`src/rtl/utf8_lenient_decoder_macros.svh`:
```
// Assertion macros for the lenient UTF-8 decoder.
// Used by the top level; expects clk_i and rst_ni in scope.
`ifndef UTF8_LENIENT_DECODER_MACROS_SVH
`define UTF8_LENIENT_DECODER_MACROS_SVH

// Same-cycle implication, disabled while reset is asserted.
`define UTF8LD_ASSERT_NOW(lbl, ante, cons, msg) \
  lbl: assert property (@(posedge clk_i) disable iff (!rst_ni) (ante) |-> (cons)) \
    else $error(msg);

// Next-cycle implication, disabled while reset is asserted.
`define UTF8LD_ASSERT_NEXT(lbl, ante, cons, msg) \
  lbl: assert property (@(posedge clk_i) disable iff (!rst_ni) (ante) |=> (cons)) \
    else $error(msg);

`endif

```
`src/rtl/utf8ld_pkg.sv`:
```
// Shared types, constants and helper functions of the lenient UTF-8 decoder.
// No dependencies.
package utf8ld_pkg;

  // Default width of the wrapping byte offset.
  localparam int unsigned OFFSET_BITS_DEF = 16;
  // Payload bits carried by each continuation byte.
  localparam int unsigned CONT_SHIFT = 6;
  // Most results one input byte can cause.
  localparam int unsigned MAX_RES = 4;

  localparam int unsigned CP_W    = 21;
  localparam int unsigned START_W = 16;
  localparam int unsigned LEN_W   = 3;
  localparam int unsigned CNT_W   = 3;

  // One decoded result.
  typedef struct packed {
    logic [CP_W-1:0]    code_point;
    logic [START_W-1:0] byte_start;
    logic [LEN_W-1:0]   byte_length;
    logic               last_of_run;
  } res_t;

  // All results caused by one input byte, in output order.
  typedef struct packed {
    res_t [MAX_RES-1:0] res;
    logic [CNT_W-1:0]   n;
  } burst_t;

  // Sequence length announced by a lead byte; bad prefixes count as one.
  function automatic logic [LEN_W-1:0] lead_len(input logic [7:0] b);
    logic [LEN_W-1:0] len;
    len = 3'd1;
    if (b[7:5] == 3'b110) len = 3'd2;
    else if (b[7:4] == 4'b1110) len = 3'd3;
    else if (b[7:3] == 5'b11110) len = 3'd4;
    return len;
  endfunction

endpackage

```
`src/rtl/utf8ld_if.sv`:
```
// Valid/ready stream interfaces for the input bytes and the decoded results.
// Depends on utf8ld_pkg for the field widths.
interface utf8ld_in_if;
  logic       valid;
  logic       ready;
  logic [7:0] text_byte;
  logic       end_of_text;

  modport source (output valid, output text_byte, output end_of_text, input ready);
  modport sink (input valid, input text_byte, input end_of_text, output ready);
endinterface

interface utf8ld_out_if;
  logic                               valid;
  logic                               ready;
  logic [utf8ld_pkg::CP_W-1:0]        code_point;
  logic [utf8ld_pkg::START_W-1:0]     byte_start;
  logic [utf8ld_pkg::LEN_W-1:0]       byte_length;
  logic                               last_of_run;

  modport source (output valid, output code_point, output byte_start, output byte_length,
                  output last_of_run, input ready);
  modport sink (input valid, input code_point, input byte_start, input byte_length,
                input last_of_run, output ready);
endinterface

```
`src/rtl/utf8ld_decode.sv`:
```
// Sequence state and single-pass decode of one byte into up to four results.
// Depends on utf8ld_pkg.
module utf8ld_decode #(
  parameter int unsigned OFFSET_BITS = utf8ld_pkg::OFFSET_BITS_DEF
) (
  input  logic               clk_i,
  input  logic               rst_ni,
  input  logic               take_i,
  input  logic [7:0]         text_byte_i,
  input  logic               end_of_text_i,
  output utf8ld_pkg::burst_t burst_o
);

  localparam int unsigned CS = utf8ld_pkg::CONT_SHIFT;

  logic [7:0]             pend_q [3];
  logic [1:0]             pcnt_q, pcnt_d;
  logic [2:0]             exp_q, exp_d;
  logic [OFFSET_BITS-1:0] off_q, off_d;
  logic [OFFSET_BITS-1:0] seq_q, seq_d;

  logic                   open, is_cont, complete, ok, good, flush, tail;
  logic                   hold_new, append;
  logic [2:0]             len_b;
  logic [1:0]             nflush;
  logic [utf8ld_pkg::CP_W-1:0] cp;

  // Classify the byte against the open sequence.
  always_comb begin
    open     = (pcnt_q != 2'd0) && (exp_q >= 3'd2) && (exp_q <= 3'd4);
    is_cont  = (text_byte_i[7:6] == 2'b10);
    len_b    = utf8ld_pkg::lead_len(text_byte_i);
    complete = open && is_cont && (({1'b0, pcnt_q} + 3'd1) == exp_q);

    case (exp_q)
      3'd2: begin
        cp = {10'd0, pend_q[0][4:0], text_byte_i[CS-1:0]};
        ok = (cp >= 21'h80);
      end
      3'd3: begin
        cp = {5'd0, pend_q[0][3:0], pend_q[1][CS-1:0], text_byte_i[CS-1:0]};
        ok = (cp >= 21'h800) && ((cp < 21'hD800) || (cp > 21'hDFFF));
      end
      default: begin
        cp = {pend_q[0][2:0], pend_q[1][CS-1:0], pend_q[2][CS-1:0], text_byte_i[CS-1:0]};
        ok = (cp >= 21'h10000) && (cp <= 21'h10FFFF);
      end
    endcase

    good     = complete && ok;
    append   = open && is_cont && !complete && !end_of_text_i;
    flush    = open && (!is_cont || (complete && !ok) || (is_cont && !complete && end_of_text_i));
    hold_new = (!open || !is_cont) && (len_b != 3'd1) && !end_of_text_i;
    if (!open || !is_cont) tail = (len_b == 3'd1) || end_of_text_i;
    else if (complete) tail = !ok;
    else tail = end_of_text_i;
    nflush   = flush ? pcnt_q : 2'd0;
  end

  // Build the result list: a decoded code point, or held bytes, then the new byte.
  always_comb begin
    if (good) burst_o.n = 3'd1;
    else burst_o.n = {1'b0, nflush} + {2'd0, tail};
    for (int i = 0; i < int'(utf8ld_pkg::MAX_RES); i++) begin
      if (good && i == 0) begin
        burst_o.res[i].code_point  = cp;
        burst_o.res[i].byte_start  = 16'(seq_q);
        burst_o.res[i].byte_length = exp_q;
      end else if (i < 3 && 2'(i) < nflush) begin
        burst_o.res[i].code_point  = {13'd0, pend_q[(i < 3) ? 2'(i) : 2'd0]};
        burst_o.res[i].byte_start  = 16'(seq_q + OFFSET_BITS'(i));
        burst_o.res[i].byte_length = 3'd1;
      end else begin
        burst_o.res[i].code_point  = {13'd0, text_byte_i};
        burst_o.res[i].byte_start  = 16'(off_q);
        burst_o.res[i].byte_length = 3'd1;
      end
      burst_o.res[i].last_of_run = ((3'(i) + 3'd1) == burst_o.n);
    end
  end

  // Next sequence state.
  always_comb begin
    pcnt_d = pcnt_q;
    exp_d  = exp_q;
    off_d  = off_q;
    seq_d  = seq_q;
    if (end_of_text_i) begin
      pcnt_d = 2'd0;
      exp_d  = 3'd0;
      off_d  = '0;
    end else begin
      off_d = off_q + OFFSET_BITS'(1);
      if (hold_new) begin
        pcnt_d = 2'd1;
        exp_d  = len_b;
        seq_d  = off_q;
      end else if (append) begin
        pcnt_d = pcnt_q + 2'd1;
      end else begin
        pcnt_d = 2'd0;
        exp_d  = 3'd0;
      end
    end
  end

  // Control state registers.
  always_ff @(posedge clk_i or negedge rst_ni) begin
    if (!rst_ni) begin
      pcnt_q <= 2'd0;
      exp_q  <= 3'd0;
      off_q  <= '0;
      seq_q  <= '0;
    end else if (take_i) begin
      pcnt_q <= pcnt_d;
      exp_q  <= exp_d;
      off_q  <= off_d;
      seq_q  <= seq_d;
    end
  end

  // Held bytes of the open sequence.
  always_ff @(posedge clk_i) begin
    if (take_i && !end_of_text_i) begin
      if (hold_new) pend_q[0] <= text_byte_i;
      else if (append) pend_q[pcnt_q] <= text_byte_i;
    end
  end

endmodule

```
`src/rtl/utf8_lenient_decoder.sv`:
```
// Top level of the lenient UTF-8 decoder: decode stage plus result burst buffer.
// Depends on utf8ld_pkg, utf8ld_if, utf8ld_decode and the assertion macro header.
//
//   channel  | dir | payload                                             | handshake
//   in_i     | in  | text_byte, end_of_text                              | valid/ready
//   out_o    | out | code_point, byte_start, byte_length, last_of_run    | valid/ready
//
// A byte is decoded in the cycle it is accepted; its results appear in the cycle after.
// One byte per cycle is sustained while each byte yields at most one result and the
// output does not stall. A byte yielding several results holds the burst buffer until
// all have left, one per output transaction, and the next byte waits for the last one.
// Reset clears the control state and the buffer; a stalled output holds its result.
`include "utf8_lenient_decoder_macros.svh"

module utf8_lenient_decoder #(
  parameter int unsigned OFFSET_BITS = utf8ld_pkg::OFFSET_BITS_DEF
) (
  input  logic         clk_i,
  input  logic         rst_ni,
  utf8ld_in_if.sink    in_i,
  utf8ld_out_if.source out_o
);

  localparam int unsigned NR = utf8ld_pkg::MAX_RES;

  utf8ld_pkg::burst_t          burst;
  utf8ld_pkg::res_t            buf_q [NR];
  logic [utf8ld_pkg::CNT_W-1:0] cnt_q, cnt_d;
  logic                        take, pop;

  // Accept when the buffer is empty or its last entry leaves this cycle.
  assign in_i.ready = (cnt_q == '0) || ((cnt_q == 3'd1) && out_o.ready);
  assign take       = in_i.valid && in_i.ready;
  assign pop        = out_o.valid && out_o.ready;

  utf8ld_decode #(
    .OFFSET_BITS(OFFSET_BITS)
  ) u_decode (
    .clk_i        (clk_i),
    .rst_ni       (rst_ni),
    .take_i       (take),
    .text_byte_i  (in_i.text_byte),
    .end_of_text_i(in_i.end_of_text),
    .burst_o      (burst)
  );

  // Buffer fill count.
  always_comb begin
    if (take) cnt_d = burst.n;
    else if (pop) cnt_d = cnt_q - 3'd1;
    else cnt_d = cnt_q;
  end

  always_ff @(posedge clk_i or negedge rst_ni) begin
    if (!rst_ni) begin
      cnt_q <= '0;
    end else begin
      cnt_q <= cnt_d;
    end
  end

  // Burst buffer: load a whole burst, shift toward the head on each output transaction.
  always_ff @(posedge clk_i) begin
    if (take) begin
      for (int i = 0; i < int'(NR); i++) buf_q[i] <= burst.res[i];
    end else if (pop) begin
      for (int i = 0; i < int'(NR) - 1; i++) buf_q[i] <= buf_q[i+1];
    end
  end

  // Output side.
  assign out_o.valid       = (cnt_q != '0);
  assign out_o.code_point  = buf_q[0].code_point;
  assign out_o.byte_start  = buf_q[0].byte_start;
  assign out_o.byte_length = buf_q[0].byte_length;
  assign out_o.last_of_run = buf_q[0].last_of_run;

  // Checks on the buffer and the decode results.
  `UTF8LD_ASSERT_NOW(a_last_entry_ends_run, out_o.valid && (cnt_q == 3'd1),
                     out_o.last_of_run, "final buffered result lacks last_of_run")
  `UTF8LD_ASSERT_NOW(a_no_take_when_busy, take, cnt_q <= 3'd1,
                     "byte accepted while results still queued")
  `UTF8LD_ASSERT_NOW(a_len_range, out_o.valid,
                     (out_o.byte_length != 3'd0) && (out_o.byte_length <= 3'd4),
                     "byte_length out of range")
  `UTF8LD_ASSERT_NEXT(a_stall_holds, out_o.valid && !out_o.ready && !take,
                      out_o.valid && $stable(out_o.code_point), "stalled result changed")

endmodule

```
`src/flat_wrapper.sv`:
```
// flat-port wrapper written by rule: the top's interface ports become plain ports
module utf8_lenient_decoder_flat 
#(
  parameter int unsigned OFFSET_BITS = utf8ld_pkg::OFFSET_BITS_DEF
)
  (clk_i, rst_ni, in_i_valid, in_i_text_byte, in_i_end_of_text, in_i_ready, out_o_valid, out_o_code_point, out_o_byte_start, out_o_byte_length, out_o_last_of_run, out_o_ready);
  utf8ld_in_if in_i_i ();
  utf8ld_out_if out_o_i ();
  input  logic clk_i;
  input  logic rst_ni;
  input wire logic [$bits(in_i_i.valid)-1:0] in_i_valid;
  input wire logic [$bits(in_i_i.text_byte)-1:0] in_i_text_byte;
  input wire logic [$bits(in_i_i.end_of_text)-1:0] in_i_end_of_text;
  output wire logic [$bits(in_i_i.ready)-1:0] in_i_ready;
  output wire logic [$bits(out_o_i.valid)-1:0] out_o_valid;
  output wire logic [$bits(out_o_i.code_point)-1:0] out_o_code_point;
  output wire logic [$bits(out_o_i.byte_start)-1:0] out_o_byte_start;
  output wire logic [$bits(out_o_i.byte_length)-1:0] out_o_byte_length;
  output wire logic [$bits(out_o_i.last_of_run)-1:0] out_o_last_of_run;
  input wire logic [$bits(out_o_i.ready)-1:0] out_o_ready;
  assign in_i_i.valid = in_i_valid;
  assign in_i_i.text_byte = in_i_text_byte;
  assign in_i_i.end_of_text = in_i_end_of_text;
  assign in_i_ready = in_i_i.ready;
  assign out_o_valid = out_o_i.valid;
  assign out_o_code_point = out_o_i.code_point;
  assign out_o_byte_start = out_o_i.byte_start;
  assign out_o_byte_length = out_o_i.byte_length;
  assign out_o_last_of_run = out_o_i.last_of_run;
  assign out_o_i.ready = out_o_ready;
  utf8_lenient_decoder #(.OFFSET_BITS(OFFSET_BITS)) u_core (.clk_i(clk_i), .rst_ni(rst_ni), .in_i(in_i_i), .out_o(out_o_i));
endmodule
```
`config.mk`:
```
export PLATFORM = sky130hd
export DESIGN_NAME = utf8_lenient_decoder_flat
export DESIGN_NICKNAME = d
export VERILOG_FILES = /design/src/rtl/utf8ld_pkg.sv /design/src/rtl/utf8ld_if.sv /design/src/rtl/utf8ld_decode.sv /design/src/rtl/utf8_lenient_decoder.sv /design/src/flat_wrapper.sv
export VERILOG_INCLUDE_DIRS = /design/src /design/src/rtl
export SDC_FILE = /design/constraint.sdc
export NUM_CORES = 1
export LEC_CHECK = 0
export BUFFER_PORTS_ARGS = -buffer_cell sky130_fd_sc_hd__buf_4
export CAP_MARGIN = 10
export CORE_MARGIN = 1.5
export CORE_UTILIZATION = 35
export DETAILED_ROUTE_END_ITERATION = 6
export SETUP_SLACK_MARGIN = 0.15
export SLEW_MARGIN = 10
export SYNTH_ARGS = -nofsm -noshare
export SYNTH_HDL_FRONTEND = slang
export SYNTH_SLANG_ARGS = --single-unit
```
`constraint.sdc`:
```
create_clock -name clk_i -period 4 [get_ports clk_i]
set_input_delay 0.2 -clock clk_i [delete_from_list [all_inputs] [get_ports clk_i]]
set_output_delay 0.2 -clock clk_i [all_outputs]
set_load 0.05 [all_outputs]
```
* Word level (Yosys, flattened, before mapping)
Memories as Yosys holds them, arrays and structs flattened. Cells that the tools add are included.
Word-level totals: bits in registers 40, memories kept 2, output and inout port bits 43, memory bits (writable) 188, word-level logic and storage cells 121, input bits 13
Operators by class: mux-type cells 40, bitwise logic cells 4, $add $sub $neg 7, reduce and logical (&&, ||, !) cells 37, equal/unequal tests 15, $lt $le $gt $ge 11
Memories:
- u_core.buf_q | words 4, width 41, read ports 4, clocked after Yosys merged registers in 0, write ports 4, line utf8_lenient_decoder.sv:27 | utf8ld_pkg::res_t buf_q [NR];
- u_core.u_decode.pend_q | words 3, width 8, read ports 3, clocked after Yosys merged registers in 0, write ports 1, line utf8ld_decode.sv:16 | logic [7:0] pend_q [3];
Operators by type and width (count):
- $mux 41 | 3
- $mux 27 | 3
- $pmux 21 s2 | 1
- $mux 40 | 1
- $add 16x1->16 const B | 2
- $mux 3 | 9
- $ge 21x17->1 const B | 1
- $le 21x21->1 const B | 1
- $logic_and 1x1->1 | 19
- $add 16x2->16 const B | 1
- $ge 16x12->1 const B | 1
- $gt 16x16->1 const B | 1
- $lt 16x16->1 const B | 1
- $mux 16 | 1
- $mux 1 | 15
- $ge 11x8->1 const B | 1
- $mux 2 | 5
- $mux 8 | 1
- $reduce_or 8->1 | 1
- $eq 2x3->1 const A | 2
- $eq 3x1->1 const B | 2
- $eq 3x2->1 const B | 2
- $logic_or 1x1->1 | 6
- $eq 5x5->1 const B | 1
- other kinds (25) | 33

* Logic depth before layout (Yosys ltp)
depth in word-level cells 15, depth in mapped cells 15, mapped depth without buffers 13

* Hierarchy
A second synthesis with hierarchy kept.
Second synthesis, totals: cells, all modules 854, area, all modules 11637.4 µm²
Modules (own cells, without submodules):
- utf8_lenient_decoder | times used 1, seq. area each 4999.8 µm², area an instance 6716.4 µm², cells each 334
- utf8ld_decode | times used 1, seq. area each 1646.6 µm², area an instance 4921.0 µm², cells each 520

* Worst setup path after synthesis
Ideal clock, no wire load.
path type register -> register, start point reg u_core.cnt_q[0] (netlist name), end point mem u_core.buf_q[0][0] (netlist name), enable pin, cell stages (with the launch flop) 8, required time 3.128 ns, arrival time 3.049 ns, buffers on the path 2, slack 0.079 ns, clock period less this slack 3.921 ns, setup time 0.872 ns, cells stage by stage dfrtp_1 inv_1 ha_1 a21o_1 nand3_1 clkbuf_1 buf_1 nand2_1
RTL lines:
- start, declared | line utf8_lenient_decoder.sv:28 | logic [utf8ld_pkg::CNT_W-1:0] cnt_q, cnt_d;
- start signal, assigned | line utf8_lenient_decoder.sv:58 | cnt_q <= cnt_d;
- end, declared | line utf8_lenient_decoder.sv:27

==> summary.txt <==
Outcome
  • Status: completed

Finish
  • Nets: 865
  • Area of the multi-input gates: 3320 sq um
  • Post-Layout Inst Area: 10,200 sq um
  • Inserted Diodes: 0
  • Fillers: 2,416
  • Syn-to-layout area delta: 12.0%
  • Register Area: 5200 sq um
  • Finished Layout Cells: 1,185
  • Fraction of layout cells with a size suffix above 1: 0.159

Floorplanning
  • Top-Level Pins: 56
  • Die Ht: 164 um
  • Core Area: 25,400 sq um
  • Std-Cell Rows: 58
  • Die width: 164 um
  • Initial core utilization: 0.359
  • Area of the die: 27,000 sq um

Detailed routing
  • Initial DRT Pass Iterations: 5
  • Routed length per instance: 18.6 um
  • DRT iter0 DRCs: 752
  • Vias: 6,426
  • Detail Route Antenna Nets: 0
  • Residual DRC: 0
  • Final WL: 22,000 um
  • Drt via density: 5.42

Yosys
  • Yosys reg bits: 180
  • Syn. warnings: 0
  • Sequential fraction of the synthesis area: 0.571
  • Mapped Area: 9120 sq um
  • Post-synth EDFFs: 140
  • Synth async-reset ratio: 0.222
  • Top FF cell, synth: edfxtp_1
  • Synth Area per Inst: 10.8 sq um
  • Synth Net Count: 871
  • Yosys cell types: 58
  • Synth Instances: 848

Place
  • Placement Cell Area: 9580 sq um
  • Placed Cells: 1,152
  • Port Buffer Count: 55
  • Routability cong.: 0.843
  • Setup WS pre-CTS: 0.493 ns
  • Hpwl dp: 14,100 um

Global route
  • GRT Total Usage: 0.167
  • Overflow after GRT: 0
  • Vias in the first global route: 5,998
  • Initial antenna violation count: 0
  • First-pass GRT wire length: 34,400 um
  • Largest net degree at the start of global routing: 92

Clock network
  • TritonCTS sink count: 180
  • Total CTS buffers: 17
  • H-tree depth: 4
  • Post-CTS Setup Repair Bufs: 0
  • Cts-stage hold buffer count: 1
  • CTS clock-pin slew for the worst setup and hold paths: 0.07 ns
  • CTS tree: done
  • Clock Latency Late Sink: 0.43 ns
  • Clk buf depth: 2
  • CTS root buf: clkbuf_16
  • Post-CTS resize count: 0

Worst setup path
  • Critical-path cell list: inv_1 -> ha_1 -> xor2_1 -> nor3_1 -> nor3_1 -> a21oi_4 -> nand2_2 -> inv_2 -> ha_1 -> nand2b_1 -> nor2_1 -> o21ai_0 -> nand2_1
  • Slowest CP cell: dfrtp_1
  • CP Capture Type: flip-flop
  • Max FO, Critical Path: 18
  • CP max stage delay: 0.52 ns
  • CP delay by family, top: simple AND/OR/NAND/NOR gates
  • Buf/Inv on CP: 2
  • Worst EP required: 4.19 ns
  • Critical path launch point type: flip-flop
  • Critical path type: flip-flop to flip-flop
  • Reg-to-reg slack, setup: 0.36 ns
  • WP data arrival: 3.83 ns

Timing
  • Worst Hold Slack: 0.00658 ns
  • Final cycle utilization of the critical path: 0.911
  • Max-slew violations: 0
  • Minimum clock period: 3.64 ns
  • RSZ-0062 raised after global routing: no
  • TNS Setup: 0 ns
  • Fin. Hold Viols: 0
  • Setup violators final: 0
  • Slew margin rel.: 0.386
  • Slew @ Worst Pin: 0.921 ns
  • Setup WS post-layout: 0.356 ns
  • Fmax: 0.274 GHz
  • Clk_skew: 0.00845 ns

Power
  • Power per Cell Area: 667 nW/um^2
  • Peak supply drop: 0.000346 V
  • Leak: 3.69 nW

Min path
  • Hold Path Class: input port to flip-flop

Flow run
  • # Max-Cap Violations: 0
## flip-flops by register name, indices dropped and copies added, names as in the netlist
signal,flops
u_core.u_decode.off_q,16
u_core.u_decode.seq_q,16
u_core.cnt_q,3
u_core.buf_q,116
u_core.u_decode.exp_q,3
u_core.u_decode.pend_q,24
u_core.u_decode.pcnt_q,2
## cells by family (layout without fill, tap and decap cells)
family	count (synthesis)	count (layout)	share of synthesized area
AO/OA/AOI/OAI	208	208	0.138
flip-flops	180	180	0.571
multiplexers	35	35	0.0405
XOR/XNOR	40	40	0.0384
AND/OR/NAND/NOR	261	261	0.131
adder cells (fa/ha/maj)	10	10	0.0137
buffers and inverters	114	121	0.0675
## metrics by stage
step | total power (W) | utilization
floorplan | 0.00461 | -
global placement | 0.00502 | 0.377
detailed placement | 0.00506 | 0.377
CTS | 0.00684 | 0.402
global route | 0.00713 | 0.402
finish | 0.00681 | 0.402
## cells in the mapped netlist, drive strengths merged (2+ instances only)
cell type,n,area (sq um)
a31oi,25,156
o21a,4,30.0
o32ai,5,43.8
and2,4,25.0
xor2,19,166
nand3,34,170
nand2,63,239
buf,56,397
clkbuf,47,178
dfrtp,40,1000
nor2,90,340
o22ai,5,31.3
nand2b,6,37.5
a211oi,19,160
a21oi,75,387
inv,10,37.5
nand4,11,68.8
and3,11,68.8
edfxtp,140,4200
xnor2,21,184
a221oi,2,17.5
or3,6,37.5
ha,10,125
a21o,3,22.5
mux2i,20,200
nor3,27,135
o31ai,5,37.5
o21ai,53,265
a211o,2,17.5
nor4,3,18.8
mux2,15,169
o211ai,2,15.0
## path summary, 6_finish.rpt
kind,from,to,cells after the start
max,u_core.u_decode.pcnt_q[0]$_DFFE_PN0P_,u_core.buf_q[0][0]$_DFFE_PP_,13
min,in_i_text_byte[2],u_core.u_decode.pend_q[0][2]$_DFFE_PP_,1
max reg2reg,u_core.u_decode.pcnt_q[0]$_DFFE_PN0P_,u_core.buf_q[0][0]$_DFFE_PP_,13
min reg2reg,u_core.buf_q[0][86]$_DFFE_PP_,u_core.buf_q[0][45]$_DFFE_PP_,2
max in group asynchronous,rst_ni,u_core.u_decode.seq_q[5]$_DFFE_PN0P_,2
min in group asynchronous,rst_ni,u_core.u_decode.off_q[13]$_DFFE_PN0P_,2
## worst register-to-register path: stages, from the launching register on
cell and delay, ns:
dfrtp_1 0.52, inv_1 0.14, ha_1 0.35, xor2_1 0.16
nor3_1 0.31, nor3_1 0.21, a21oi_4 0.52, nand2_2 0.16
inv_2 0.35, ha_1 0.29, nand2b_1 0.15, nor2_1 0.05
o21ai_0 0.13, nand2_1 0.08
## placed cells by master, fill, tap and decap left out, types with 20 or more instances in the layout
master,count
mux2i_1,20
a31oi_1,25
nand3_1,34
nor2_1,89
a21oi_1,74
nand2_1,61
o21ai_0,49
buf_4,75
dfrtp_1,40
edfxtp_1,140
xnor2_1,21
nor3_1,27
## layer usage
layer	wire, um	GRT usage	vias up	share of wire
met2	9900	0.254	222	0.45
met3	1380	0.0274	23	0.062
li1	-	-	3038	-
met5	0	0	-	0
met4	353	0.0565	0	0.016
met1	10400	0.243	3143	0.47
## area by class of cell
type / instances / share of cell area
repair buffers: 78 / 0.0600
inverters: 11 / 0.00404
clock buffers: 17 / 0.0416
clock inverters: 15 / 0.0197
flip-flops and latches: 180 / 0.509
well taps: 330 / 0.0404
multi-input cells: 554 / 0.325
## report_power, final
| group | switching (W) | internal, W | leakage [nW] |
|---|---|---|---|
| clock network | 0.000737 | 0.00105 | 0.302 |
| logic | 0.00143 | 0.000622 | 1.52 |
| registers | 0.000296 | 0.00268 | 1.86 |
| total | 0.00246 | 0.00435 | 3.69 |
Note: power is estimated with default switching activity, not from simulation.
